<file path="src/rtl/cmrc_pkg.sv">
`default_nettype none

package cmrc_pkg;

	// Field widths of one input word and one result word.
	localparam int unsigned MV_W    = 14;
	localparam int unsigned TIME_W  = 32;
	localparam int unsigned COMP_W  = 18;
	localparam int unsigned CUR_W   = 32;
	localparam int unsigned DIV_W   = 16;
	localparam int unsigned GAIN_W  = 26;
	localparam int unsigned RATE_W  = 24;
	localparam int unsigned PHASE_W = 2;

	// Stream payload widths, padded to whole bytes.
	localparam int unsigned S_TDATA_W = 56;
	localparam int unsigned M_TDATA_W = 80;

	// Configuration port.
	localparam int unsigned CFG_IDX_W  = 3;
	localparam int unsigned CFG_DATA_W = GAIN_W;
	localparam int unsigned CFG_PHASES = 3;

	localparam logic [CFG_IDX_W-1:0] REG_DIV0 = 3'd0;
	localparam logic [CFG_IDX_W-1:0] REG_DIV1 = 3'd1;
	localparam logic [CFG_IDX_W-1:0] REG_DIV2 = 3'd2;
	localparam logic [CFG_IDX_W-1:0] REG_GAIN0 = 3'd3;
	localparam logic [CFG_IDX_W-1:0] REG_GAIN1 = 3'd4;
	localparam logic [CFG_IDX_W-1:0] REG_GAIN2 = 3'd5;
	localparam logic [CFG_IDX_W-1:0] REG_RATE = 3'd6;

	localparam logic [DIV_W-1:0]  DIV_RESET  = 16'd6144;
	localparam logic [GAIN_W-1:0] GAIN_RESET = 26'd1638400;
	localparam logic [RATE_W-1:0] RATE_RESET = 24'd100000;

	localparam logic signed [COMP_W-1:0] ZERO_DEFAULT_MV = 18'sd2500;

	// Milliseconds per second, applied to the current step in the slew test.
	localparam int unsigned     MS_PER_S_W = 10;
	localparam logic [MS_PER_S_W-1:0] MS_PER_S = 10'd1000;

	// Fixed point fraction bits of the divider ratio and of the gain.
	localparam int unsigned DIV_FRAC  = 12;
	localparam int unsigned GAIN_FRAC = 16;

	// Shared scaling multiplier: signed operand times unsigned ratio.
	localparam int unsigned MUL_A_W = COMP_W + 1;
	localparam int unsigned MUL_P_W = MUL_A_W + GAIN_W;
	localparam int unsigned MUL_R_W = MUL_P_W - DIV_FRAC;

	typedef enum logic [1:0] {
		ST_OK        = 2'd0,
		ST_READ_FAIL = 2'd1,
		ST_BAD_PHASE = 2'd2,
		ST_CAL_FAIL  = 2'd3
	} status_t;

	typedef enum logic [1:0] {
		Q_GOOD     = 2'd0,
		Q_DEGRADED = 2'd1,
		Q_INVALID  = 2'd2
	} quality_t;

	typedef enum logic [1:0] {
		KIND_MEASURE   = 2'd0,
		KIND_READ_FAIL = 2'd1,
		KIND_CAL       = 2'd2,
		KIND_BAD_PHASE = 2'd3
	} kind_t;

	typedef enum logic [3:0] {
		BS_IDLE,
		BS_COMP,
		BS_CUR,
		BS_PREV,
		BS_RATE,
		BS_CMP,
		BS_CAL_ACC,
		BS_CAL_CHK,
		BS_CAL_DIV,
		BS_CAL_SCALE,
		BS_EMIT
	} back_state_t;

	typedef struct packed {
		logic [CFG_PHASES-1:0][DIV_W-1:0]  div;
		logic [CFG_PHASES-1:0][GAIN_W-1:0] gain;
		logic [RATE_W-1:0]                 rate;
	} cfg_t;

	typedef struct packed {
		kind_t               kind;
		logic [PHASE_W-1:0]  phase;
		logic [MV_W-1:0]     sample_mv;
		logic                sample_ok;
		logic [TIME_W-1:0]   time_ms;
	} item_t;

	typedef struct packed {
		status_t             status;
		logic [PHASE_W-1:0]  phase;
		logic [COMP_W-1:0]   comp_mv;
		logic [CUR_W-1:0]    current_ma;
		quality_t            quality;
		logic                is_cal;
		logic [COMP_W-1:0]   zero_mv;
	} res_t;

	// Handshake between the front stage and the item queue.
	typedef struct packed {
		logic push;
		logic full;
	} qctl_t;

endpackage

`default_nettype wire

</file>
<file path="src/rtl/cmrc_front.sv">
`default_nettype none

module cmrc_front #(
	parameter int unsigned NUM_PHASES = 3
) (
	input  wire logic                              clk,
	input  wire logic                              arst_n,
	input  wire logic                              s_axis_tvalid,
	output logic                                   s_axis_tready,
	input  wire logic [cmrc_pkg::S_TDATA_W-1:0]    s_axis_tdata,
	input  wire logic                              s_axis_tuser,
	input  wire logic                              q_full,
	output cmrc_pkg::qctl_t                        qctl,
	output cmrc_pkg::item_t                        q_item
);
	import cmrc_pkg::*;

	logic  valid_s1;
	item_t item_s1;
	item_t item_in;
	logic  push;
	logic  take;

	// Unpack the word and sort it into one of four kinds.
	always_comb begin
		item_in.phase     = s_axis_tdata[1:0];
		item_in.sample_mv = s_axis_tdata[15:2];
		item_in.sample_ok = s_axis_tdata[16];
		item_in.time_ms   = s_axis_tdata[48:17];
		if (32'(item_in.phase) >= NUM_PHASES) begin
			item_in.kind = KIND_BAD_PHASE;
		end else if (s_axis_tuser) begin
			item_in.kind = KIND_CAL;
		end else if (!item_in.sample_ok) begin
			item_in.kind = KIND_READ_FAIL;
		end else begin
			item_in.kind = KIND_MEASURE;
		end
	end

	assign push          = valid_s1 && !q_full;
	assign s_axis_tready = !valid_s1 || !q_full;
	assign take          = s_axis_tvalid && s_axis_tready;

	always_ff @(posedge clk or negedge arst_n) begin
		if (!arst_n) begin
			valid_s1 <= 1'b0;
		end else if (take) begin
			valid_s1 <= 1'b1;
		end else if (push) begin
			valid_s1 <= 1'b0;
		end
	end

	always_ff @(posedge clk) begin
		if (take) begin
			item_s1 <= item_in;
		end
	end

	assign qctl.push = push;
	assign qctl.full = q_full;
	assign q_item    = item_s1;

endmodule

`default_nettype wire

</file>
<file path="config.mk">
export PLATFORM = sky130hd
export DESIGN_NAME = cmrc_front
export DESIGN_NICKNAME = d
export VERILOG_FILES = /design/src/rtl/cmrc_pkg.sv /design/src/rtl/cmrc_front.sv
export SDC_FILE = /design/constraint.sdc
export NUM_CORES = 1
export LEC_CHECK = 0
export BUFFER_PORTS_ARGS = -buffer_cell sky130_fd_sc_hd__buf_2
export CORE_ASPECT_RATIO = 0.5
export CORE_MARGIN = 8
export CORE_UTILIZATION = 43
export CTS_CLUSTER_SIZE = 12
export DETAILED_ROUTE_END_ITERATION = 10
export PLACE_DENSITY = 0.84
export SYNTH_ARGS = -nofsm -noshare
export SYNTH_HDL_FRONTEND = slang
export SYNTH_SLANG_ARGS = --single-unit
</file>
<file path="constraint.sdc">
create_clock -name clk -period 7.4 [get_ports clk]
set_input_delay 0.74 -clock clk [delete_from_list [all_inputs] [get_ports clk]]
set_output_delay 0.74 -clock clk [all_outputs]
set_load 0.01 [all_outputs]
</file>
## Word level (Yosys, flattened, before mapping)

Index checks and enable logic that the tools add are counted.

| word-level totals | value |
|---|---|
| output and inout port bits | 54 |
| input port bits | 61 |
| register bits after elaboration | 52 |

| cells by class | value |
|---|---|
| reductions and logical operators | 7 |
| magnitude comparators | 1 |
| mux-type cells | 4 |

Operators by type and width:

| kind | number |
|---|---|
| 1-bit 2-to-1 mux | 4 |
| 2-bit >= comparator, second input constant | 1 |
| 1-bit logical AND | 2 |
| 1-bit logical NOT | 2 |
| 2-bit nonzero test | 1 |
| 2-bit OR reduction | 1 |
| 1-bit logical OR | 1 |

## Depth between registers and ports, before layout

| logic depth | value |
|---|---|
| depth in word-level cells | 4 |
| depth in mapped cells | 2 |

## Worst setup path after synthesis

Ideal clock, no wire load.

| timing path | value |
|---|---|
| path type | input to register |
| from | input s_axis_tvalid |
| to | register item_s1 (netlist bit q_item[0]) (enable) |
| required time | 6.862 ns |
| path buffers | 0 |
| setup time | 0.538 ns |
| stages on the path | 1 |
| slack | 2.382 ns |
| arrival | 4.480 ns |
| path through | a21boi_0 |

| between the ends | value |
|---|---|
| cells in the longest elaborated chain, start to end | 1 |

RTL lines:

| element | RTL line | RTL |
|---|---|---|
| from (decl) | cmrc_front.sv:8 | `input wire logic s_axis_tvalid,` |
| 1-bit logical AND | cmrc_front.sv:43 | `assign take = s_axis_tvalid && s_axis_tready;` |
| to (signal assigned) | cmrc_front.sv:57 | `item_s1 <= item_in;` |
| to (decl) | cmrc_front.sv:19 | `item_t item_s1;` |

Every way passes these cells.
A chain may end at the register's enable or synchronous reset.

==> summary.md <==
| Metric | Value |
|---|---|
| Worst min path class | in -> async |
| CTS H-tree lvls | 2 |
| CP Max Fanout | 5 |
| Iteration-0 DRC Markers | 56 |
| Ports | approximately 120 |
| Instance count on the critical path | 3 |
| Crit path DAT | about 1.1 ns |
| Post-route DRC violation count | 0 |
| Post-route cell area | between 2000 and 2500 sq um |
| Die height | 59.3 microns |
| Worst Path Buf+Inv | 2 |
| Critical path's largest stage delay | 0.14 ns |
| Worst-path clk slew | ~0.090 ns |
| Post-CTS Setup Bufs | 0 |
| Worst path required time | roughly 6.7 ns |
| Most frequent cells in the layout | buf_2, edfxtp_1, clkbuf_8 |
| Slew HR | about three fifths |
| GRT Util Overall | about an eighth |
| Hold buffers post-CTS | 0 |
| Drt pass-1 iters | 4 |
| Clock Sinks | 52 |
| Slowest-stage cell, CP | buf_2 |
| Post-place instance area | approximately 2200 sq um |
| RSZ-0062 raised after global routing | false |
| Number of fillers in the final layout | around 230 |
| Diode count | 0 |
| Starting Density | a little under half |
| Die span in x | just over 100 microns |
| Critical path class | in -> out |
| Post-synthesis cell type with the largest combined area | edfxtp_1 |
| Cell Area, Synth | 1610 sq um |
| PnR worst setup slack | ~5.5 ns |
| Final Cycle Share | 25.0% |
| CTS tree | built |
| Die area | around 6100 sq um |
| Share of cells above drive strength 1 | 67.8% |
| Vias per cell | between 4 and 5 |
| Syn_nets | roughly 120 |
| Resize count post-CTS | 0 |
| Root Driver | clkbuf_8 |
| Max-Cap Viols | 0 |
| First-pass GRT wire length | 5.48 mm |
| Hold Vio Cnt, Final | 0 |
| Leakage | ~1.0 nW |
| Final ANT Viol Nets | 0 |
| Cell Pwr Density | around 250 nW/um^2 |
| CP Capture Type | output port |
| DR vias | between 900 and 1000 |
| CP cell instances | buf_2 -> nor2b_1 -> buf_2 |
| Gr ovfl total | 0 |
| Crit start category | input pin |
| Synth top area share | a little over nine tenths |
| Worst vdd ir | 95.8 uV |
| Seq/Total Area, Yosys | around 96% |
| Synthesis-stage register bit count | 52 |
| Top cell family by delay on the critical path | buffers and inverters |
| Longest Clk Path Bufs | 2 |
| FMAX | 0.540 GHz |
| WL final | a little under 4 mm |
| Max-slew violation count | 0 |
| Post-place setup slack | 5.48 ns |
| Most frequent CP cell | buf_2 |
| CTS Buf Count | 5 |
| Worst-margin pin slew | around 0.61 ns |
| Largest net degree at the start of global routing | 52 |
| Vias in the first global route | 1002 |
| Synth area leaders | edfxtp_1, dfrtp_1, buf_4 |
| Post-synthesis average cell area | approximately 27 sq um |
| Status | finished clean |
| Commonest non-fill, non-tap cell in the layout | buf_2 |
| Worst-Skew Late Latency | between 0.2 and 0.3 ns |
| Area delta synth->final | 44.3% |
| Count of different cell masters after synthesis | 9 |
| Row cnt | 15 |
| Max Clock Skew | between 0.003 and 0.004 ns |
| Post-synthesis cell count | 60 |
| Core area | about 3500 sq um |
| Routed WL per cell | 17.4 microns |
| Fin crit period | around 1.9 ns |
| Final setup viols | 0 |
| Final hold slack | ~0.20 ns |
| RePlAce Congestion | slightly above 0.7 |
| Synth Warn # | 0 |
| I/O Buffers | 107 |
| Nets | 234 |
| Initial antenna violation count | 0 |
| Worst Reg-to-Reg Cells | 2 |
| Final setup TNS | 0 ns |
==> state kept, by name, summed over array words and instances, names as in the netlist <==
name / count
q_item: 51
valid_s1: 1
==> logic make-up (layout without fill, tap and decap cells) <==
logic type | after synthesis | in the layout | share of synthesized area, %
buf+inv | 2 | 116 | 0.930
flops | 52 | 52 | 96.4
compound gates | 4 | 4 | 2.02
simple gates | 2 | 2 | 0.620
==> cells in the mapped netlist (all sizes together) <==
master,number
nand2,1
o2bb2ai,1
a21o,2
buf,2
edfxtp,51
a21boi,1
nor2b,1
dfrtp,1
==> where the power goes <==
group          leakage, nW  internal [mW]  switching (mW)
Combinational        0.452         0.0219          0.0268
Clock               0.0541          0.100          0.0856
Sequential           0.496          0.343         0.00373
Total                 1.00          0.465           0.116
==> final timing paths <==
kind | end | slack (ns) | start
max | qctl[1] | 5.55 | q_full
min | valid_s1 | 0.20 | arst_n
max reg2reg | q_item[49] | 5.91 | valid_s1
min reg2reg | valid_s1 | 0.61 | valid_s1
max in group asynchronous | valid_s1 | 7.11 | arst_n
min in group clk | valid_s1 | 0.61 | valid_s1
==> routing by layer <==
| layer | track usage (%) | routed length, microns | up-vias |
|---|---|---|---|
| met1 | 10.3 | 1150 | 465 |
| met3 | 3.63 | 110 | 8 |
| met5 | 0 | 0 | - |
| met4 | 4.96 | 74 | 0 |
| met2 | 26.2 | 2580 | 18 |
| li1 | - | - | 460 |
==> metrics by stage <==
step	total power [mW]	utilization [%]	cells
6_report	0.581	66.3	225
5_1_grt	0.600	66.3	225
4_1_cts	0.587	66.3	225
3_5_place_dp	0.403	63.2	217
3_3_place_gp	0.401	63.2	217
2_1_floorplan	0.373	-	60
==> final cells by class <==
cell class / instances / area [sq um] / share of cell area, %
Clock buffer: 5 / 68.8 / 2.96
Tap cell: 51 / 63.8 / 2.74
Clock inverter: 3 / 42.5 / 1.83
Timing Repair Buffer: 108 / 543 / 23.3
Multi-Input combinational cell: 6 / 53.8 / 2.31
Sequential cell: 52 / 1560 / 66.8
Power figures use the tool's default switching activity.
