### src/rtl/cmrc_pkg.sv
`default_nettype none

package cmrc_pkg;

	// Field widths of one input word and one result word.
	localparam int unsigned MV_W    = 14;
	localparam int unsigned TIME_W  = 32;
	localparam int unsigned COMP_W  = 18;
	localparam int unsigned CUR_W   = 32;
	localparam int unsigned DIV_W   = 16;
	localparam int unsigned GAIN_W  = 26;
	localparam int unsigned RATE_W  = 24;
	localparam int unsigned PHASE_W = 2;

	// Stream payload widths, padded to whole bytes.
	localparam int unsigned S_TDATA_W = 56;
	localparam int unsigned M_TDATA_W = 80;

	// Configuration port.
	localparam int unsigned CFG_IDX_W  = 3;
	localparam int unsigned CFG_DATA_W = GAIN_W;
	localparam int unsigned CFG_PHASES = 3;

	localparam logic [CFG_IDX_W-1:0] REG_DIV0 = 3'd0;
	localparam logic [CFG_IDX_W-1:0] REG_DIV1 = 3'd1;
	localparam logic [CFG_IDX_W-1:0] REG_DIV2 = 3'd2;
	localparam logic [CFG_IDX_W-1:0] REG_GAIN0 = 3'd3;
	localparam logic [CFG_IDX_W-1:0] REG_GAIN1 = 3'd4;
	localparam logic [CFG_IDX_W-1:0] REG_GAIN2 = 3'd5;
	localparam logic [CFG_IDX_W-1:0] REG_RATE = 3'd6;

	localparam logic [DIV_W-1:0]  DIV_RESET  = 16'd6144;
	localparam logic [GAIN_W-1:0] GAIN_RESET = 26'd1638400;
	localparam logic [RATE_W-1:0] RATE_RESET = 24'd100000;

	localparam logic signed [COMP_W-1:0] ZERO_DEFAULT_MV = 18'sd2500;

	// Milliseconds per second, applied to the current step in the slew test.
	localparam int unsigned     MS_PER_S_W = 10;
	localparam logic [MS_PER_S_W-1:0] MS_PER_S = 10'd1000;

	// Fixed point fraction bits of the divider ratio and of the gain.
	localparam int unsigned DIV_FRAC  = 12;
	localparam int unsigned GAIN_FRAC = 16;

	// Shared scaling multiplier: signed operand times unsigned ratio.
	localparam int unsigned MUL_A_W = COMP_W + 1;
	localparam int unsigned MUL_P_W = MUL_A_W + GAIN_W;
	localparam int unsigned MUL_R_W = MUL_P_W - DIV_FRAC;

	typedef enum logic [1:0] {
		ST_OK        = 2'd0,
		ST_READ_FAIL = 2'd1,
		ST_BAD_PHASE = 2'd2,
		ST_CAL_FAIL  = 2'd3
	} status_t;

	typedef enum logic [1:0] {
		Q_GOOD     = 2'd0,
		Q_DEGRADED = 2'd1,
		Q_INVALID  = 2'd2
	} quality_t;

	typedef enum logic [1:0] {
		KIND_MEASURE   = 2'd0,
		KIND_READ_FAIL = 2'd1,
		KIND_CAL       = 2'd2,
		KIND_BAD_PHASE = 2'd3
	} kind_t;

	typedef enum logic [3:0] {
		BS_IDLE,
		BS_COMP,
		BS_CUR,
		BS_PREV,
		BS_RATE,
		BS_CMP,
		BS_CAL_ACC,
		BS_CAL_CHK,
		BS_CAL_DIV,
		BS_CAL_SCALE,
		BS_EMIT
	} back_state_t;

	typedef struct packed {
		logic [CFG_PHASES-1:0][DIV_W-1:0]  div;
		logic [CFG_PHASES-1:0][GAIN_W-1:0] gain;
		logic [RATE_W-1:0]                 rate;
	} cfg_t;

	typedef struct packed {
		kind_t               kind;
		logic [PHASE_W-1:0]  phase;
		logic [MV_W-1:0]     sample_mv;
		logic                sample_ok;
		logic [TIME_W-1:0]   time_ms;
	} item_t;

	typedef struct packed {
		status_t             status;
		logic [PHASE_W-1:0]  phase;
		logic [COMP_W-1:0]   comp_mv;
		logic [CUR_W-1:0]    current_ma;
		quality_t            quality;
		logic                is_cal;
		logic [COMP_W-1:0]   zero_mv;
	} res_t;

	// Handshake between the front stage and the item queue.
	typedef struct packed {
		logic push;
		logic full;
	} qctl_t;

endpackage

`default_nettype wire

### src/rtl/cmrc_queue.sv
`default_nettype none

module cmrc_queue (
	input  wire logic            clk,
	input  wire logic            arst_n,
	input  wire cmrc_pkg::qctl_t qctl,
	input  wire cmrc_pkg::item_t wr_item,
	output logic                 full,
	output logic                 not_empty,
	output cmrc_pkg::item_t      rd_item,
	input  wire logic            pop
);
	import cmrc_pkg::*;

	localparam int unsigned DEPTH = 2;
	localparam int unsigned PTR_W = $clog2(DEPTH);
	localparam int unsigned CNT_W = $clog2(DEPTH + 1);

	item_t             mem_q [DEPTH];
	logic [PTR_W-1:0]  wr_ptr_q;
	logic [PTR_W-1:0]  rd_ptr_q;
	logic [CNT_W-1:0]  count_q;

	assign full      = (count_q == CNT_W'(DEPTH));
	assign not_empty = (count_q != '0);
	assign rd_item   = mem_q[rd_ptr_q];

	always_ff @(posedge clk or negedge arst_n) begin
		if (!arst_n) begin
			wr_ptr_q <= '0;
			rd_ptr_q <= '0;
			count_q  <= '0;
		end else begin
			if (qctl.push) begin
				wr_ptr_q <= wr_ptr_q + 1'b1;
			end
			if (pop) begin
				rd_ptr_q <= rd_ptr_q + 1'b1;
			end
			unique case ({qctl.push, pop})
				2'b10:   count_q <= count_q + 1'b1;
				2'b01:   count_q <= count_q - 1'b1;
				default: count_q <= count_q;
			endcase
		end
	end

	always_ff @(posedge clk) begin
		if (qctl.push) begin
			mem_q[wr_ptr_q] <= wr_item;
		end
	end

	a_no_push_full: assert property (@(posedge clk) disable iff (!arst_n)
		qctl.push |-> !full)
		else $error("word pushed into a full queue");

	a_no_pop_empty: assert property (@(posedge clk) disable iff (!arst_n)
		pop |-> not_empty)
		else $error("word popped from an empty queue");

	a_count_range: assert property (@(posedge clk) disable iff (!arst_n)
		count_q <= CNT_W'(DEPTH))
		else $error("queue count beyond depth");

endmodule

`default_nettype wire

### config.mk
export PLATFORM = sky130hd
export DESIGN_NAME = cmrc_queue
export DESIGN_NICKNAME = d
export VERILOG_FILES = /design/src/rtl/cmrc_pkg.sv /design/src/rtl/cmrc_queue.sv
export SDC_FILE = /design/constraint.sdc
export NUM_CORES = 1
export LEC_CHECK = 0
export BUFFER_PORTS_ARGS = -buffer_cell sky130_fd_sc_hd__buf_4
export CAP_MARGIN = 20
export CORE_MARGIN = 1.5
export CORE_UTILIZATION = 54
export CTS_BUF_LIST = sky130_fd_sc_hd__clkbuf_4
export DETAILED_ROUTE_END_ITERATION = 8
export PLACE_DENSITY = 0.82
export SLEW_MARGIN = 20
export SYNTH_ARGS = -nofsm -noshare
export SYNTH_HDL_FRONTEND = slang
export SYNTH_SLANG_ARGS = --single-unit
export TNS_END_PERCENT = 5
### constraint.sdc
create_clock -name clk -period 3.9 [get_ports clk]
set_input_delay 0.585 -clock clk [delete_from_list [all_inputs] [get_ports clk]]
set_output_delay 0.585 -clock clk [all_outputs]
set_load 0.02 [all_outputs]
After elaboration in Yosys (flattened, before gate mapping). Memories as Yosys holds them, arrays and structs flattened. Index checks and enable logic that the tools add are counted.

Register bits: 4. Bits in latches: 0. Memories kept: 1. Memory bits (writable): 102. Logic and storage cells: 16. ROM bits: 0. Output and inout bits: 53.

Memories: mem_q (words 2, width 51, rd ports 1, clocked after Yosys merged registers in 0, wr ports 1, RTL line cmrc_queue.sv:19) `item_t mem_q [DEPTH];`.

Multiplexer cells: 3. Equal/unequal tests: 3. Shift operators: 0. Bitwise operators: 0. Order comparisons: 0. Add/sub/neg operators: 4. $mul: 0. Divide/modulo/power cells: 0. Reductions and logical operators: 2.

Operator list (count): $eq 2x2->1 const B (2); $pmux 2 s2 (1); $reduce_bool 2->1 (2); $add 1x1->1 const B (2); $add 2x1->2 const B (1); $eq 2x1->1 const B (1); $mux 1 (2); $sub 2x1->2 const B (1).

Depth between registers and ports, before layout.
Word-level depth: 2. Depth in mapped cells: 5.

Worst setup path before layout. OpenSTA, ideal clock, no wires.

Path type: input to register. Start: in qctl[1] in the netlist's numbering. End: mem mem_q[0][0] in the netlist's numbering (enable). Setup time: 0.461 ns. Path slack: 0.655 ns. Arrival time: 2.784 ns. Stages on the path: 2. Path through: inv_1 > nor2_1.

Longest elaborated chain between the ends: 2.

RTL lines: from (decl) (RTL line cmrc_queue.sv:6) `input wire cmrc_pkg::qctl_t qctl,`; $mux 1 (RTL line cmrc_queue.sv:49) `if (qctl.push) begin`; $mux 1 (not written as such) (RTL line cmrc_queue.sv:50) `mem_q[wr_ptr_q] <= wr_item;`; to (decl) (RTL line cmrc_queue.sv:19).

No other way between the ends.

==> results.toml <==
[status]
status = "finished, final reports clean"

[timing]
fin_hold_ws_ns = 0.328
fin_skew_ns = 0.00589
setup_violations = 0
fin_crit_sh = 0.688
relSlewSlack = 0.350
timing.final.hold_violations = 0
period_needed_ns = 2.68
drv_slew = 0
max_slew.worst_pin.slew_ns = 0.975
totalNegativeSetupSlack_ns = 0
fmax_mhz = 373
timing.final.ws_setup_ns = 1.22
rsz0062_at_grt = "no"

[cts]
clockRootBuffer = "clkbuf_4"
cts_setup_buffers = 0
clkTransAtPathRegs_ns = 0.13
cts_tree = "yes"
numCtsBuffers = 9
htree_levels = 3
cts_buffer_depth = 2
ctsResizeCount = 0
numClockSinks = 106
clk_latency_ns = 0.42
holdBufCountCts = 1

[setup_path]
startpoint_type = "flip-flop"
cp.arrival_ns = 2.10
path_cells = "mux2_2, buf_4"
cp.required_ns = 3.31
cp_max_fo = 52
crit_type = "flip-flop to primary output"
endpoint_kind = "primary output"
critPathMaxStageDelay_ns = 1.10
slowest_stage = "dfrtp_4"
crit_buf_inv = 1
cpLargestDelayFamily = "flip-flops"

[yosys]
synth-seq-area-share = 0.768
syn_avg_cell_area_um2 = 23.5
yosys-top-cells-count = "edfxtp_1, mux2_4, buf_12, dfrtp_1, xor2_1"
synth_area_leaders = "edfxtp_1, mux2_4, buf_12, dfrtp_1, xor2_1"
synth_seq_cells = 106
netlist.area_leader.share = 0.744
yosys.area.top_type = "edfxtp_1"
synth_edf_count = 102
syn_inst = 175
async_flop_share = 0.0377
ys.flop_type = "edfxtp_1"
yosys.cell_types.count = 14
syn-num-nets = 232
yosys_warnings = 0
syn_area_um2 = 4120
synth_most_common_cell = "edfxtp_1"

[placement]
gp_congestion = 0.663
dp_slack_ns = 1.67
postPlaceCellArea_um2 = 4960
portBuffers = 107

[cells_and_area]
n_fill_cell = 470
multi_input_area_um2 = 850
finalNetCount = 347
finalCoreUtilization = 0.699
finalInstanceArea_um2 = 5120
seq_area_um2 = 3170
areaGrowthSynthToFinish_pct = 24.4
drive_above_1_share = 0.597
num_antenna_cells = 0

[drt]
vias = 1920
drtIter0Drc = 101
wl_per_cell_um = 15.9
firstDrtPassIters = 4
viasPerCell = 4.87
routed_wl_um = 6280
drc_errors = 0
postRouteAntennaNets = 0

[pwr]
vdd_drop_max_v = 0.000720
cellPowerDensity_nw_per_um2 = 708
total_leakage_power_nw = 2.06

[floorplanning]
fp.dieArea_um2 = 8160
fp.coreArea_um2 = 7330
die_y_um = 90.3
dieWidth_um = 90.3
ioPinCount = 109
rows = 31
initial_utilization = 0.562

[global_route]
grt_pass1_wl_um = 9820
track_usage = 0.159
antenna_found_initial = 0
gr-total-overflow = 0
grt_start_max_net_pins = 53
grt_pass1_vias = 1983

[hold_path]
hp-class = "primary input to flip-flop"

[job]
cap_viol_max_count = 0
==> path summary, 6_finish.rpt <==
path,startpoint,cells past startpoint,endpoint,slack [ns]
max,rd_ptr_q$_DFFE_PN0P_,2,rd_item[38],1.22
min,pop,2,rd_ptr_q$_DFFE_PN0P_,0.33
max reg2reg,wr_ptr_q$_DFFE_PN0P_,2,mem_q[1][10]$_DFFE_PP_,2.05
min reg2reg,count_q[1]$_DFFE_PN0P_,1,count_q[1]$_DFFE_PN0P_,0.51
max in group asynchronous,arst_n,2,rd_ptr_q$_DFFE_PN0P_,3.32
min in group asynchronous,arst_n,2,wr_ptr_q$_DFFE_PN0P_,0.47
==> cells in the final DEF (no fill, tap or decap) <==
cell type,synthesis,routed
edfxtp_1,102,102
clkbuf_4,0,9
buf_4,0,109
xnor2_1,2,2
mux2_4,49,49
dlygate4sd3_1,0,1
xor2_1,3,3
dfrtp_1,4,3
clkinv_4,0,1
mux2_2,2,2
or2_2,1,1
nor2_1,2,1
bufinv_16,0,2
dfrtp_4,0,1
nor2_4,0,1
ha_1,1,1
inv_1,1,1
and2_2,0,1
nor2b_1,1,1
clkinv_1,0,4
==> flip-flops by register name, summed over array words and instances, names as in the netlist <==
name,cells
count_q,2
mem_q,102
rd_ptr_q,1
wr_ptr_q,1
==> logic make-up after synthesis <==
group	Yosys count	share of synthesized area
buffers and inverters	7	0.0279
multiplexers	51	0.184
XOR/XNOR	5	0.0106
AND/OR/NAND/NOR	5	0.00638
adder cells (fa/ha/maj)	1	0.00304
flip-flops	106	0.768
==> worst register-to-register path, delay by kind of cell, from the launching register on <==
kind	cells	cell delay, ns
buf+inv	1	0.45
flops	1	0.45
simple gates	1	0.64
==> layer usage <==
layer	global-route usage	vias up	wire length, um
met3	0.0530	8	453
met5	0	-	0
met2	0.249	80	2990
li1	-	911	-
met1	0.204	921	2760
met4	0.0714	0	81
==> stage by stage <==
| stage | std cells | power, mW |
|---|---|---|
| floorplan | 175 | 2.69 |
| global placement | 377 | 3.07 |
| detailed placement | 377 | 3.10 |
| CTS | 394 | 3.67 |
| global route | 394 | 3.78 |
| finish | 394 | 3.63 |
==> power by group <==
group,leakage [nW],internal [mW],switching [mW]
clock network,0.0801,0.254,0.322
logic,0.982,0.733,0.594
registers,1.00,1.51,0.212
==> area by class of cell <==
type,instances,share of cell area
sequential,106,0.618
clock inverter,7,0.0164
tap,99,0.0242
multi-input combinational,62,0.166
timing repair buffer,110,0.162
inverter,1,0.000733
clock buffer,9,0.0132
Note: power is estimated with default switching activity, not from simulation.
