--- src/rtl/cmrc_pkg.sv ---
`default_nettype none

package cmrc_pkg;

	// Field widths of one input word and one result word.
	localparam int unsigned MV_W    = 14;
	localparam int unsigned TIME_W  = 32;
	localparam int unsigned COMP_W  = 18;
	localparam int unsigned CUR_W   = 32;
	localparam int unsigned DIV_W   = 16;
	localparam int unsigned GAIN_W  = 26;
	localparam int unsigned RATE_W  = 24;
	localparam int unsigned PHASE_W = 2;

	// Stream payload widths, padded to whole bytes.
	localparam int unsigned S_TDATA_W = 56;
	localparam int unsigned M_TDATA_W = 80;

	// Configuration port.
	localparam int unsigned CFG_IDX_W  = 3;
	localparam int unsigned CFG_DATA_W = GAIN_W;
	localparam int unsigned CFG_PHASES = 3;

	localparam logic [CFG_IDX_W-1:0] REG_DIV0 = 3'd0;
	localparam logic [CFG_IDX_W-1:0] REG_DIV1 = 3'd1;
	localparam logic [CFG_IDX_W-1:0] REG_DIV2 = 3'd2;
	localparam logic [CFG_IDX_W-1:0] REG_GAIN0 = 3'd3;
	localparam logic [CFG_IDX_W-1:0] REG_GAIN1 = 3'd4;
	localparam logic [CFG_IDX_W-1:0] REG_GAIN2 = 3'd5;
	localparam logic [CFG_IDX_W-1:0] REG_RATE = 3'd6;

	localparam logic [DIV_W-1:0]  DIV_RESET  = 16'd6144;
	localparam logic [GAIN_W-1:0] GAIN_RESET = 26'd1638400;
	localparam logic [RATE_W-1:0] RATE_RESET = 24'd100000;

	localparam logic signed [COMP_W-1:0] ZERO_DEFAULT_MV = 18'sd2500;

	// Milliseconds per second, applied to the current step in the slew test.
	localparam int unsigned     MS_PER_S_W = 10;
	localparam logic [MS_PER_S_W-1:0] MS_PER_S = 10'd1000;

	// Fixed point fraction bits of the divider ratio and of the gain.
	localparam int unsigned DIV_FRAC  = 12;
	localparam int unsigned GAIN_FRAC = 16;

	// Shared scaling multiplier: signed operand times unsigned ratio.
	localparam int unsigned MUL_A_W = COMP_W + 1;
	localparam int unsigned MUL_P_W = MUL_A_W + GAIN_W;
	localparam int unsigned MUL_R_W = MUL_P_W - DIV_FRAC;

	typedef enum logic [1:0] {
		ST_OK        = 2'd0,
		ST_READ_FAIL = 2'd1,
		ST_BAD_PHASE = 2'd2,
		ST_CAL_FAIL  = 2'd3
	} status_t;

	typedef enum logic [1:0] {
		Q_GOOD     = 2'd0,
		Q_DEGRADED = 2'd1,
		Q_INVALID  = 2'd2
	} quality_t;

	typedef enum logic [1:0] {
		KIND_MEASURE   = 2'd0,
		KIND_READ_FAIL = 2'd1,
		KIND_CAL       = 2'd2,
		KIND_BAD_PHASE = 2'd3
	} kind_t;

	typedef enum logic [3:0] {
		BS_IDLE,
		BS_COMP,
		BS_CUR,
		BS_PREV,
		BS_RATE,
		BS_CMP,
		BS_CAL_ACC,
		BS_CAL_CHK,
		BS_CAL_DIV,
		BS_CAL_SCALE,
		BS_EMIT
	} back_state_t;

	typedef struct packed {
		logic [CFG_PHASES-1:0][DIV_W-1:0]  div;
		logic [CFG_PHASES-1:0][GAIN_W-1:0] gain;
		logic [RATE_W-1:0]                 rate;
	} cfg_t;

	typedef struct packed {
		kind_t               kind;
		logic [PHASE_W-1:0]  phase;
		logic [MV_W-1:0]     sample_mv;
		logic                sample_ok;
		logic [TIME_W-1:0]   time_ms;
	} item_t;

	typedef struct packed {
		status_t             status;
		logic [PHASE_W-1:0]  phase;
		logic [COMP_W-1:0]   comp_mv;
		logic [CUR_W-1:0]    current_ma;
		quality_t            quality;
		logic                is_cal;
		logic [COMP_W-1:0]   zero_mv;
	} res_t;

	// Handshake between the front stage and the item queue.
	typedef struct packed {
		logic push;
		logic full;
	} qctl_t;

endpackage

`default_nettype wire

--- src/rtl/cmrc_div.sv ---
`default_nettype none

module cmrc_div #(
	parameter int unsigned NUM_W = 19,
	parameter int unsigned DEN_W = 6
) (
	input  wire logic             clk,
	input  wire logic             arst_n,
	input  wire logic             start,
	input  wire logic [NUM_W-1:0] num,
	input  wire logic [DEN_W-1:0] den,
	output logic                  done,
	output logic [NUM_W-1:0]      quo
);
	localparam int unsigned STEP_W = $clog2(NUM_W + 1);

	logic [DEN_W:0]    rem_q;
	logic [NUM_W-1:0]  quo_q;
	logic [DEN_W-1:0]  den_q;
	logic [STEP_W-1:0] step_q;
	logic              busy_q;
	logic              done_q;
	logic [DEN_W:0]    rem_sh;
	logic              fits;

	// Restoring division, one quotient bit per cycle, most significant first.
	assign rem_sh = {rem_q[DEN_W-1:0], quo_q[NUM_W-1]};
	assign fits   = (rem_sh >= {1'b0, den_q});

	always_ff @(posedge clk or negedge arst_n) begin
		if (!arst_n) begin
			busy_q <= 1'b0;
			done_q <= 1'b0;
			step_q <= '0;
		end else begin
			done_q <= 1'b0;
			if (start) begin
				busy_q <= 1'b1;
				step_q <= STEP_W'(NUM_W);
			end else if (busy_q) begin
				step_q <= step_q - 1'b1;
				if (step_q == STEP_W'(1)) begin
					busy_q <= 1'b0;
					done_q <= 1'b1;
				end
			end
		end
	end

	always_ff @(posedge clk) begin
		if (start) begin
			rem_q <= '0;
			quo_q <= num;
			den_q <= den;
		end else if (busy_q) begin
			rem_q <= fits ? (rem_sh - {1'b0, den_q}) : rem_sh;
			quo_q <= {quo_q[NUM_W-2:0], fits};
		end
	end

	assign done = done_q;
	assign quo  = quo_q;

endmodule

`default_nettype wire

--- src/rtl/cmrc_back.sv ---
`default_nettype none

module cmrc_back #(
	parameter int unsigned NUM_PHASES  = 3,
	parameter int unsigned CAL_SAMPLES = 32
) (
	input  wire logic            clk,
	input  wire logic            arst_n,
	input  wire cmrc_pkg::cfg_t  cfg,
	input  wire logic            q_valid,
	input  wire cmrc_pkg::item_t q_item,
	output logic                 q_pop,
	output logic                 m_valid,
	input  wire logic            m_ready,
	output cmrc_pkg::res_t       m_res
);
	import cmrc_pkg::*;

	localparam int unsigned PH_W  = (NUM_PHASES > 1) ? $clog2(NUM_PHASES) : 1;
	localparam int unsigned CNT_W = $clog2(CAL_SAMPLES + 1);
	localparam int unsigned SUM_W = MV_W + $clog2(CAL_SAMPLES);
	localparam int unsigned HALF  = CAL_SAMPLES / 2;
	localparam int unsigned LHS_W = CUR_W + 1 + MS_PER_S_W;
	localparam int unsigned RHS_W = RATE_W + TIME_W;

	back_state_t state_q, state_d;

	item_t item_q;
	res_t  res_q;
	res_t  out_q;
	logic  out_valid_q;
	logic  out_free;

	logic signed [COMP_W-1:0] zero_q  [NUM_PHASES];
	logic signed [COMP_W-1:0] lcomp_q [NUM_PHASES];
	logic [TIME_W-1:0]        ltime_q [NUM_PHASES];

	logic signed [SUM_W-1:0] cal_sum_q;
	logic [CNT_W-1:0]        cal_good_q;
	logic [CNT_W-1:0]        cal_att_q;
	logic [PHASE_W-1:0]      cal_ph_q;

	logic signed [COMP_W-1:0] comp_q;
	logic signed [CUR_W-1:0]  cur_q;
	logic signed [CUR_W-1:0]  prev_q;
	logic [LHS_W-1:0]         lhs_q;
	logic [RHS_W-1:0]         rhs_q;
	logic                     skip_q;

	logic [PH_W-1:0]          pidx;
	logic [PH_W-1:0]          qidx;
	logic signed [COMP_W-1:0] zero_cur;
	logic signed [COMP_W-1:0] lcomp_cur;
	logic [TIME_W-1:0]        ltime_cur;
	logic [TIME_W-1:0]        dt;
	logic signed [CUR_W:0]    dcur;
	logic [CUR_W:0]           dmag;

	logic signed [MUL_A_W-1:0] mul_a;
	logic [GAIN_W-1:0]         mul_k;
	logic                      mul_gain;
	logic                      mul_neg;
	logic [MUL_A_W-1:0]        mul_mag;
	logic [MUL_P_W-1:0]        mul_p;
	logic [MUL_R_W-1:0]        mul_sh;
	logic signed [MUL_R_W:0]   mul_res;

	logic                    cal_restart;
	logic                    div_start;
	logic                    div_done;
	logic [SUM_W-1:0]        div_num;
	logic [SUM_W-1:0]        div_quo;
	logic signed [MUL_A_W-1:0] avg;

	assign pidx      = item_q.phase[PH_W-1:0];
	assign qidx      = q_item.phase[PH_W-1:0];
	assign zero_cur  = zero_q[pidx];
	assign lcomp_cur = lcomp_q[pidx];
	assign ltime_cur = ltime_q[pidx];
	assign out_free  = !out_valid_q || m_ready;

	// Shared scaling multiplier: magnitude times ratio, truncated toward zero.
	always_comb begin
		mul_a    = '0;
		mul_k    = '0;
		mul_gain = 1'b0;
		unique case (state_q)
			BS_COMP: begin
				mul_a = MUL_A_W'($signed(item_q.sample_mv));
				mul_k = GAIN_W'(cfg.div[item_q.phase]);
			end
			BS_CUR: begin
				mul_a    = MUL_A_W'(comp_q) - MUL_A_W'(zero_cur);
				mul_k    = cfg.gain[item_q.phase];
				mul_gain = 1'b1;
			end
			BS_PREV: begin
				mul_a    = MUL_A_W'(lcomp_cur) - MUL_A_W'(zero_cur);
				mul_k    = cfg.gain[item_q.phase];
				mul_gain = 1'b1;
			end
			BS_CAL_SCALE: begin
				mul_a = avg;
				mul_k = GAIN_W'(cfg.div[item_q.phase]);
			end
			default: begin
				mul_a = '0;
			end
		endcase
		mul_neg = mul_a[MUL_A_W-1];
		mul_mag = mul_neg ? -mul_a : mul_a;
		mul_p   = MUL_P_W'(mul_mag) * MUL_P_W'(mul_k);
		mul_sh  = mul_gain ? MUL_R_W'(mul_p >> GAIN_FRAC) : MUL_R_W'(mul_p >> DIV_FRAC);
		mul_res = mul_neg ? -$signed({1'b0, mul_sh}) : $signed({1'b0, mul_sh});
	end

	assign dt   = item_q.time_ms - ltime_cur;
	assign dcur = (CUR_W + 1)'(cur_q) - (CUR_W + 1)'(prev_q);
	assign dmag = dcur[CUR_W] ? -dcur : dcur;

	assign cal_restart = (cal_att_q != '0) && (cal_ph_q != item_q.phase);
	assign div_num     = cal_sum_q[SUM_W-1] ? -cal_sum_q : cal_sum_q;
	assign avg         = cal_sum_q[SUM_W-1] ? -MUL_A_W'(div_quo) : MUL_A_W'(div_quo);

	cmrc_div #(
		.NUM_W (SUM_W),
		.DEN_W (CNT_W)
	) u_div (
		.clk    (clk),
		.arst_n (arst_n),
		.start  (div_start),
		.num    (div_num),
		.den    (cal_good_q),
		.done   (div_done),
		.quo    (div_quo)
	);

	always_ff @(posedge clk or negedge arst_n) begin
		if (!arst_n) begin
			state_q <= BS_IDLE;
		end else begin
			state_q <= state_d;
		end
	end

	always_comb begin
		state_d   = state_q;
		q_pop     = 1'b0;
		div_start = 1'b0;
		unique case (state_q)
			BS_IDLE: begin
				if (q_valid) begin
					q_pop = 1'b1;
					unique case (q_item.kind)
						KIND_MEASURE: state_d = BS_COMP;
						KIND_CAL:     state_d = BS_CAL_ACC;
						default:      state_d = BS_EMIT;
					endcase
				end
			end
			BS_COMP:    state_d = BS_CUR;
			BS_CUR:     state_d = BS_PREV;
			BS_PREV:    state_d = BS_RATE;
			BS_RATE:    state_d = BS_CMP;
			BS_CMP:     state_d = BS_EMIT;
			BS_CAL_ACC: state_d = BS_CAL_CHK;
			BS_CAL_CHK: begin
				if (cal_att_q < CNT_W'(CAL_SAMPLES)) begin
					state_d = BS_IDLE;
				end else if (cal_good_q < CNT_W'(HALF)) begin
					state_d = BS_EMIT;
				end else begin
					div_start = 1'b1;
					state_d   = BS_CAL_DIV;
				end
			end
			BS_CAL_DIV: begin
				if (div_done) begin
					state_d = BS_CAL_SCALE;
				end
			end
			BS_CAL_SCALE: state_d = BS_EMIT;
			BS_EMIT: begin
				if (out_free) begin
					state_d = BS_IDLE;
				end
			end
			default: state_d = BS_IDLE;
		endcase
	end

	// Per-phase history and the calibration run.
	always_ff @(posedge clk or negedge arst_n) begin
		if (!arst_n) begin
			for (int i = 0; i < NUM_PHASES; i++) begin
				zero_q[i]  <= ZERO_DEFAULT_MV;
				lcomp_q[i] <= '0;
				ltime_q[i] <= '0;
			end
			cal_sum_q  <= '0;
			cal_good_q <= '0;
			cal_att_q  <= '0;
			cal_ph_q   <= '0;
		end else begin
			unique case (state_q)
				BS_CMP: begin
					lcomp_q[pidx] <= comp_q;
					ltime_q[pidx] <= item_q.time_ms;
				end
				BS_CAL_ACC: begin
					cal_ph_q  <= item_q.phase;
					cal_att_q <= (cal_restart ? '0 : cal_att_q) + 1'b1;
					cal_good_q <= (cal_restart ? '0 : cal_good_q) + CNT_W'(item_q.sample_ok);
					cal_sum_q  <= (cal_restart ? '0 : cal_sum_q)
						+ (item_q.sample_ok ? SUM_W'($signed(item_q.sample_mv)) : '0);
				end
				BS_CAL_CHK: begin
					if (cal_att_q >= CNT_W'(CAL_SAMPLES) && cal_good_q < CNT_W'(HALF)) begin
						cal_sum_q  <= '0;
						cal_good_q <= '0;
						cal_att_q  <= '0;
					end
				end
				BS_CAL_SCALE: begin
					zero_q[pidx] <= mul_res[COMP_W-1:0];
					cal_sum_q    <= '0;
					cal_good_q   <= '0;
					cal_att_q    <= '0;
				end
				default: begin
					cal_ph_q <= cal_ph_q;
				end
			endcase
		end
	end

	// Working registers and the pending result.
	always_ff @(posedge clk) begin
		unique case (state_q)
			BS_IDLE: begin
				if (q_valid) begin
					item_q             <= q_item;
					res_q.phase        <= q_item.phase;
					res_q.comp_mv      <= '0;
					res_q.current_ma   <= '0;
					res_q.quality      <= Q_INVALID;
					res_q.is_cal       <= 1'b0;
					if (q_item.kind == KIND_BAD_PHASE) begin
						res_q.status  <= ST_BAD_PHASE;
						res_q.zero_mv <= '0;
					end else begin
						res_q.status  <= ST_READ_FAIL;
						res_q.zero_mv <= zero_q[qidx];
					end
				end
			end
			BS_COMP: comp_q <= mul_res[COMP_W-1:0];
			BS_CUR:  cur_q  <= mul_res[CUR_W-1:0];
			BS_PREV: prev_q <= mul_res[CUR_W-1:0];
			BS_RATE: begin
				lhs_q  <= LHS_W'(dmag) * LHS_W'(MS_PER_S);
				rhs_q  <= RHS_W'(cfg.rate) * RHS_W'(dt);
				skip_q <= (ltime_cur == '0) || (dt == '0);
			end
			BS_CMP: begin
				res_q.status     <= ST_OK;
				res_q.comp_mv    <= comp_q;
				res_q.current_ma <= cur_q;
				res_q.quality    <= (!skip_q && (RHS_W'(lhs_q) > rhs_q)) ? Q_DEGRADED : Q_GOOD;
				res_q.is_cal     <= 1'b0;
				res_q.zero_mv    <= zero_cur;
			end
			BS_CAL_CHK: begin
				res_q.status     <= ST_CAL_FAIL;
				res_q.comp_mv    <= '0;
				res_q.current_ma <= '0;
				res_q.quality    <= Q_INVALID;
				res_q.is_cal     <= 1'b1;
				res_q.zero_mv    <= zero_cur;
			end
			BS_CAL_SCALE: begin
				res_q.status  <= ST_OK;
				res_q.quality <= Q_GOOD;
				res_q.zero_mv <= mul_res[COMP_W-1:0];
			end
			default: begin
				skip_q <= skip_q;
			end
		endcase
	end

	// Output register: a finished result waits here while the next word is worked on.
	always_ff @(posedge clk or negedge arst_n) begin
		if (!arst_n) begin
			out_valid_q <= 1'b0;
		end else if (state_q == BS_EMIT && out_free) begin
			out_valid_q <= 1'b1;
		end else if (m_ready) begin
			out_valid_q <= 1'b0;
		end
	end

	always_ff @(posedge clk) begin
		if (state_q == BS_EMIT && out_free) begin
			out_q <= res_q;
		end
	end

	assign m_valid = out_valid_q;
	assign m_res   = out_q;

	a_good_le_att: assert property (@(posedge clk) disable iff (!arst_n)
		cal_good_q <= cal_att_q)
		else $error("more good calibration samples than attempts");

	a_run_closed: assert property (@(posedge clk) disable iff (!arst_n)
		state_q == BS_IDLE |-> cal_att_q < CNT_W'(CAL_SAMPLES))
		else $error("full calibration run left open");

	a_div_done_state: assert property (@(posedge clk) disable iff (!arst_n)
		div_done |-> state_q == BS_CAL_DIV)
		else $error("divider finished outside of the wait state");

	a_pop_idle: assert property (@(posedge clk) disable iff (!arst_n)
		q_pop |=> state_q != BS_IDLE)
		else $error("popped word was not taken up");

endmodule

`default_nettype wire

--- config.mk ---
export PLATFORM = sky130hd
export DESIGN_NAME = cmrc_back
export DESIGN_NICKNAME = d
export VERILOG_FILES = /design/src/rtl/cmrc_pkg.sv /design/src/rtl/cmrc_div.sv /design/src/rtl/cmrc_back.sv
export SDC_FILE = /design/constraint.sdc
export NUM_CORES = 2
export LEC_CHECK = 0
export BUFFER_PORTS_ARGS = -buffer_cell sky130_fd_sc_hd__buf_2
export CAP_MARGIN = 20
export CORE_ASPECT_RATIO = 1.4
export CORE_MARGIN = 1.5
export CORE_UTILIZATION = 55
export DETAILED_ROUTE_END_ITERATION = 8
export PLACE_DENSITY = 0.82
export RECOVER_POWER = 100
export SYNTH_ARGS = -nofsm -noshare
export SYNTH_HDL_FRONTEND = slang
export SYNTH_SLANG_ARGS = --single-unit
--- constraint.sdc ---
create_clock -name clk -period 15.8 [get_ports clk]
set_input_delay 3.16 -clock clk [delete_from_list [all_inputs] [get_ports clk]]
set_output_delay 3.16 -clock clk [all_outputs]
set_load 0.005 [all_outputs]
Word-level counts from Yosys, hierarchy flattened. Cells that the tools add are included.

Output and inout bits: 77. Logic and storage cells: 197. Register bits: 656. Input port bits: 205.

Reductions and logical operators: 32. Equal/unequal tests: 18. Bitwise operators: 2. Mux-type cells: 75. Magnitude comparators: 9. Multipliers: 3. $add $sub $neg: 14.

Operator list (number): 2-to-1 mux 32 bit (5); 2-to-1 mux 19 bit (8); one-hot mux 50 bit (3 select lines) (1); 2-to-1 mux 18 bit (8); binary-select mux 18 bit (select 2 bit) (3); bitwise mux 54 bit (2); bitwise mux 96 bit (1); one-hot mux 19 bit (4 select lines) (1); 2-to-1 mux 75 bit (1); binary-select mux 32 bit (select 2 bit) (1); demux 32 bit (select 2 bit) (1); logical NOT 32 bit (2); negator 19 bit (3); one-hot mux 19 bit (3 select lines) (1); greater-than comparator 43 x 56 -> 1 bit (1); multiplier 24 x 32 -> 56 bit (1); one-hot mux 18 bit (3 select lines) (1); binary-select mux 26 bit (select 2 bit) (1); one-hot mux 26 bit (2 select lines) (1); multiplier 19 x 26 -> 45 bit (1); multiplier 33 x 7 -> 40 bit, second input constant (1); one-hot mux 4 bit (10 select lines) (1); subtractor 18 x 18 -> 19 bit (2); demux 18 bit (select 2 bit) (1); 52 further kinds (104).

Depth between registers and ports, before layout.
Depth after elaboration: 13. Depth in mapped cells: 56. Gate-level depth less buffers: 46.

By module. A second synthesis with hierarchy kept.

Cells, all modules: 8310. Area, all modules: 80378.3 um^2.

By module, submodules not included: cmrc_back (area an instance 78472.8 um^2, times used 1, cells an instance 8158); cmrc_div (area an instance 1905.6 um^2, times used 1, cells an instance 152).

Worst setup path after synthesis. OpenSTA, ideal clock, no wires.

Kind: reg2reg. Start point: reg state_q[3]. End point: reg cur_q[31], data pin. Slack: 1874 ps. Cell stages (with the launch flop): 51. Buffers on the path: 11. Library setup time: 277 ps. Arrival: 13649 ps. Path through: dfrtp_1 buf_2 or3b_1 buf_6 clkbuf_1 clkbuf_1 buf_1 clkbuf_1 clkbuf_1 nor2_1 clkbuf_1 a21oi_1 ha_1 nor2b_1 o21a_1 or3_1 a31oi_1 nand3_1 (+15 left out) inv_1 fa_1 inv_1 fa_1 ha_1 clkbuf_1 and3_1 nand3_1 or3_1 o21ai_0 nor4b_4 or3_1 nand3_1 o211ai_1 or3_1 buf_4 a2111oi_0 a211oi_1.

Word-level cells in the longest chain between the ends: 8. Elaborated cells between the ends (all ways): 15. Those cells by class: add/sub (2); mul (1); eq/ne (4); mux (6); reduce/logical (2).

Ends and longest elaborated chain: from (decl) (line cmrc_back.sv:26) `back_state_t state_q, state_d;`; from (signal assigned) (line cmrc_back.sv:142) `state_q <= state_d;`; equality test 4 bit (tied with other cells) (line cmrc_back.sv:87) `unique case (state_q)`; one-hot mux 19 bit (4 select lines) (line cmrc_back.sv:87); negator 19 bit (line cmrc_back.sv:111) `mul_mag = mul_neg ? -mul_a : mul_a;`; 2-to-1 mux 19 bit (line cmrc_back.sv:111); multiplier 19 x 26 -> 45 bit (line cmrc_back.sv:112) `mul_p = MUL_P_W'(mul_mag) * MUL_P_W'(mul_k);`; 2-to-1 mux 32 bit (line cmrc_back.sv:113) `mul_sh = mul_gain ? MUL_R_W'(mul_p >> GAIN_FRAC) : MUL_R_W'(mul_p >> DIV_FRAC);`; negator 32 bit (line cmrc_back.sv:114) `mul_res = mul_neg ? -$signed({1'b0, mul_sh}) : $signed({1'b0, mul_sh});`; 2-to-1 mux 32 bit (*) (line cmrc_back.sv:114); via mul_res[31] (line cmrc_back.sv:66) `logic signed [MUL_R_W:0] mul_res;`; to (signal assigned) (line cmrc_back.sv:258) `BS_CUR: cur_q <= mul_res[CUR_W-1:0];`; to (decl) (line cmrc_back.sv:44) `logic signed [CUR_W-1:0] cur_q;`.

Mark *: on every way through the listed nets, which the timed path passes. The rest lies on a longest branch. A chain may end at the register's enable or synchronous reset.

Final worst setup path.
Start point: reg state_q[3]. End point: reg res_q[17] (netlist bit), data pin.

Word-level cells in the longest chain between the ends: 9. Elaborated cells between the ends (all ways): 20. Those cells by class: add/sub (2); mul (1); eq/ne (6); mux (7); reduce/logical (4).

Ends and longest elaborated chain: equality test 4 bit (tied with other cells) (line cmrc_back.sv:87); one-hot mux 19 bit (4 select lines) (line cmrc_back.sv:87); negator 19 bit (line cmrc_back.sv:111); 2-to-1 mux 19 bit (line cmrc_back.sv:111); multiplier 19 x 26 -> 45 bit (line cmrc_back.sv:112); 2-to-1 mux 32 bit (line cmrc_back.sv:113); negator 32 bit (line cmrc_back.sv:114); 2-to-1 mux 32 bit (*) (line cmrc_back.sv:114); via mul_res[17] (line cmrc_back.sv:66); one-hot mux 18 bit (3 select lines) (*) (line cmrc_back.sv:239) `unique case (state_q)`; to (decl) (line cmrc_back.sv:29) `res_t res_q;`.

Marks and branches as above.

==> impl_summary.log <==
[metrics] RSZ-0062 raised after global routing: false
[metrics] post-CTS sizing: 0
[metrics] failing checks: capacitance limit, slew limit
[metrics] terminating pin of the worst hold path: m_res[33]$_DFFE_PP_
[metrics] number of global-route vias before repair: 66.9k
[metrics] placement-stage worst setup slack: 1.75 ns
[metrics] post-CTS setup repair buffer count: 0
[metrics] clock latency at the later pin of the worst-skew pair: 0.70 ns
[metrics] cell chosen for the clock root: clkbuf_16
[metrics] area grow syn2layout: 7.27%
[metrics] overall global routing resource usage: 31.0%
[metrics] sum of overflow across all layers after global routing: 0
[metrics] synthesized area: slightly above 80000 µm²
[metrics] Final Hold Viols: 0
[metrics] placed wire-length estimate: 180 mm
[metrics] H-tree depth: 3
[metrics] Port Buffer Count: 281
[metrics] Final Routed Wirelength: 229 mm
[metrics] Unique masters post-synth: approximately 110
[metrics] startpoint of the most critical hold path: res_q[33]$_DFFE_PP_
[metrics] element type at the critical path start: flop
[metrics] FF+latch count, synth: 656
[metrics] share of cell area taken by muxes after synthesis: ~4.1%
[metrics] cell with the most instances after synthesis: inv_1
[metrics] critical path data arrival time: 15.27 ns
[metrics] cell seen most often among critical-path stages: fa_1
[metrics] instance count of the mapped netlist: 8366
[metrics] max-cap check violation count: 22
[metrics] first-pass GRT wire length: 360 mm
[metrics] fraction of registers with async set or reset after synthesis: 38.0%
[metrics] worst reg2reg endpoint: res_q[17]$_DFFE_PP_
[metrics] combinational family with the most area after synthesis: adder cells
[metrics] upper clock frequency limit: 68.0 MHz
[metrics] Slowest cell on crit path: xnor2_2
[metrics] y dimension of the die: ~460 µm
[metrics] total via count in the routed design: 61.6k
[metrics] Placed Instance Area: 84400 µm²
[metrics] category of the most critical setup path: reg2reg
[metrics] Post-Route Hold Slack: 0.419 ns
[metrics] most used flip-flop cell after synthesis: edfxtp_1
[metrics] via count normalized by instance count: 5.89
[metrics] register-to-register path setup slack: 1.10 ns
[metrics] most frequent cells after synthesis: 1417 x inv_1, 1192 x fa_1, 1107 x nand2_1
[metrics] main area contributors after synthesis: fa_1 30%, edfxtp_1 15%, ha_1 8.5%, dfrtp_1 7.3%, inv_1 6.6%
[metrics] Inserted Clock Buffers: 69
[metrics] adder-cell area share of the yosys netlist: between 30% and 40%
[metrics] area of the core: approximately 150000 µm²
[metrics] cell area after layout: 86500 µm²
[metrics] share of the clock period used by the worst path: 93.0%
[metrics] source of the worst register-to-register timing path: state_q[3]$_DFFE_PN0P_
[metrics] largest net degree at the start of global routing: about 120
[metrics] fraction of layout instances using a drive strength above 1: about 8%
[metrics] post-synthesis share of cell area spent on and, or, nand and nor gates: 14.2%
[metrics] final-layout setup total negative slack: 0 ns
[metrics] Hold-fix buffers, CTS: 0
[metrics] remaining antenna violation count after routing: 0
[metrics] ports placed on the boundary: 282
[metrics] share of Yosys cell area claimed by the top area cell type: between 20% and 30%
[metrics] setup-violating endpoint count in the final report: 0
[metrics] CP max stage delay: 0.86 ns
[metrics] classification of the worst-slack hold path: reg2reg
[metrics] die area: roughly 150000 µm²
[metrics] length of the first detailed-routing pass in iterations: 8
[metrics] number of pins exceeding their max-slew limit in the final report: 999
[metrics] CTS clk-pin slew, worst paths: 0.07 ns
[metrics] Avg Cell Area, Syn: between 9 and 10 µm²
[metrics] YS warnings: 0
[metrics] run status: finished, violations left
[metrics] final net count: 10.4k
[metrics] share of synthesized area occupied by flip-flops and latches: 22.8%
[metrics] skew final: ~0.06 ns
[metrics] final worst slack: around 1.1 ns
[metrics] fraction of the mapped netlist area in compound gates: 8.88%
[metrics] Routability Congestion: roughly 0.97
[metrics] count of flip-flops with a built-in enable after synthesis: between 400 and 500
[metrics] worst-path maximum fanout: 36
[metrics] initial drt markers: between 4k and 5k
[metrics] transition time at the pin with the least slew margin: 6.81 ns
[metrics] Row Count: about 170
[metrics] TritonCTS clock tree: built
[metrics] xor/xnor share of the synthesized area: 3.43%
[metrics] floorplan die width: 327 µm
[metrics] number of cells on the worst reg-to-reg path: 43
[metrics] data required time at the worst endpoint: 16.37 ns
[metrics] initial antenna violation count: 18
[metrics] Worst Hold Path Cells: 0
[metrics] Slew HR: -354%
[metrics] post-detailed-route wirelength per cell: between 20 and 25 µm
[metrics] effective utilization at floorplan: 55.3%
[metrics] min Tclk post-route: 14.70 ns
[metrics] cell type with the highest aggregate area in the netlist: fa_1
[metrics] DRC violations left: 0
[metrics] Bufs on Longest Clock Path: 3
[metrics] Synthesized Nets: roughly 10k
[metrics] endpoint type of the worst setup path: flop
[metrics] count of clock tree sinks: 656
==> how the worst max path moves through the flow <==
stage,slack (ns),cells after the start,from,to
floorplan,1.87,50,state_q[3]$_DFFE_PN0P_,cur_q[31]$_DFFE_PP_
global placement,1.97,44,state_q[1]$_DFFE_PN0P_,cur_q[31]$_DFFE_PP_
detailed placement,1.75,44,state_q[1]$_DFFE_PN0P_,prev_q[31]$_DFFE_PN_
CTS,1.65,44,state_q[1]$_DFFE_PN0P_,cur_q[31]$_DFFE_PP_
global route,0.45,46,state_q[3]$_DFFE_PN0P_,prev_q[30]$_DFFE_PN_
finish,1.10,43,state_q[3]$_DFFE_PN0P_,res_q[17]$_DFFE_PP_
==> layout by cell type, fill, tap and decap left out, types with 76 or more instances in the layout <==
cell type / n
a21o_1: 132
a21oi_1: 331
and2_1: 316
buf_2: 215
buf_4: 90
clkbuf_1: 106
dfrtp_1: 234
edfxtp_1: 401
fa_1: 1192
ha_1: 550
inv_1: 1417
mux2_2: 159
mux2i_1: 146
nand2_1: 1106
nand2b_1: 78
nand3_1: 76
nor2_1: 387
nor2b_1: 103
nor3_1: 85
o21ai_0: 270
xnor2_1: 162
xor2_1: 113
==> cell type report <==
type / instances / area [µm²]
Inverter: 1419 / 5330
Fill cell: 11900 / 59300
Clock inverter: 35 / 448
Clock buffer: 91 / 1910
Sequential cell: 656 / 18400
Antenna cell: 11 / 27.5
Multi-Input combinational cell: 5915 / 55800
Timing Repair Buffer: 400 / 2140
Tap cell: 1932 / 2420
==> kinds of logic (layout without fill, tap and decap cells) <==
| kind of cell | count (synthesis) | count (layout) |
|---|---|---|
| AOI/OAI and AO/OA | 1118 | 1118 |
| xor gates and xnor gates | 315 | 315 |
| adders and majority gates | 1742 | 1742 |
| buffers and inverters | 1795 | 1945 |
| DFF | 656 | 656 |
| muxes | 310 | 310 |
| other | 0 | 11 |
| and+or+nand+nor | 2430 | 2430 |
==> per-stage QoR <==
step                      util (%)  cells
after global placement        57.9  10300
after floorplan                  -   8366
final                         59.3  10500
after global routing          59.3  10500
after CTS                     59.5  10400
after detailed placement      57.9  10300
==> flip-flops by register name, indices dropped and copies added (netlist names), 18 cells and up <==
name       count
m_res         75
ltime_q       96
rhs_q         56
prev_q        32
comp_q        18
u_div.quo     19
cal_sum_q     19
zero_q        54
item_q        47
res_q         75
cur_q         32
lhs_q         40
lcomp_q       54
==> layer usage <==
| layer | vias up | track usage [%] | share of wire, % |
|---|---|---|---|
| li1 | 27000 | - | - |
| met1 | 30800 | 34.8 | 35 |
| met2 | 2949 | 54.3 | 50 |
| met3 | 903 | 5.17 | 7.7 |
| met4 | 12 | 20.0 | 7.4 |
| met5 | - | 0 | 0.035 |
==> critical path: cells and delay by family (launching register included) <==
kind	cells	cell delay [ns]
flip-flops	1	0.36
AO/OA/AOI/OAI	14	3.58
adder cells (fa/ha/maj)	9	4.11
XOR/XNOR	2	1.61
AND/OR/NAND/NOR	9	2.93
buffers and inverters	9	1.95
Power is not shown: default switching activity piles up to over one toggle a cycle in this logic, so the estimate is an artifact.
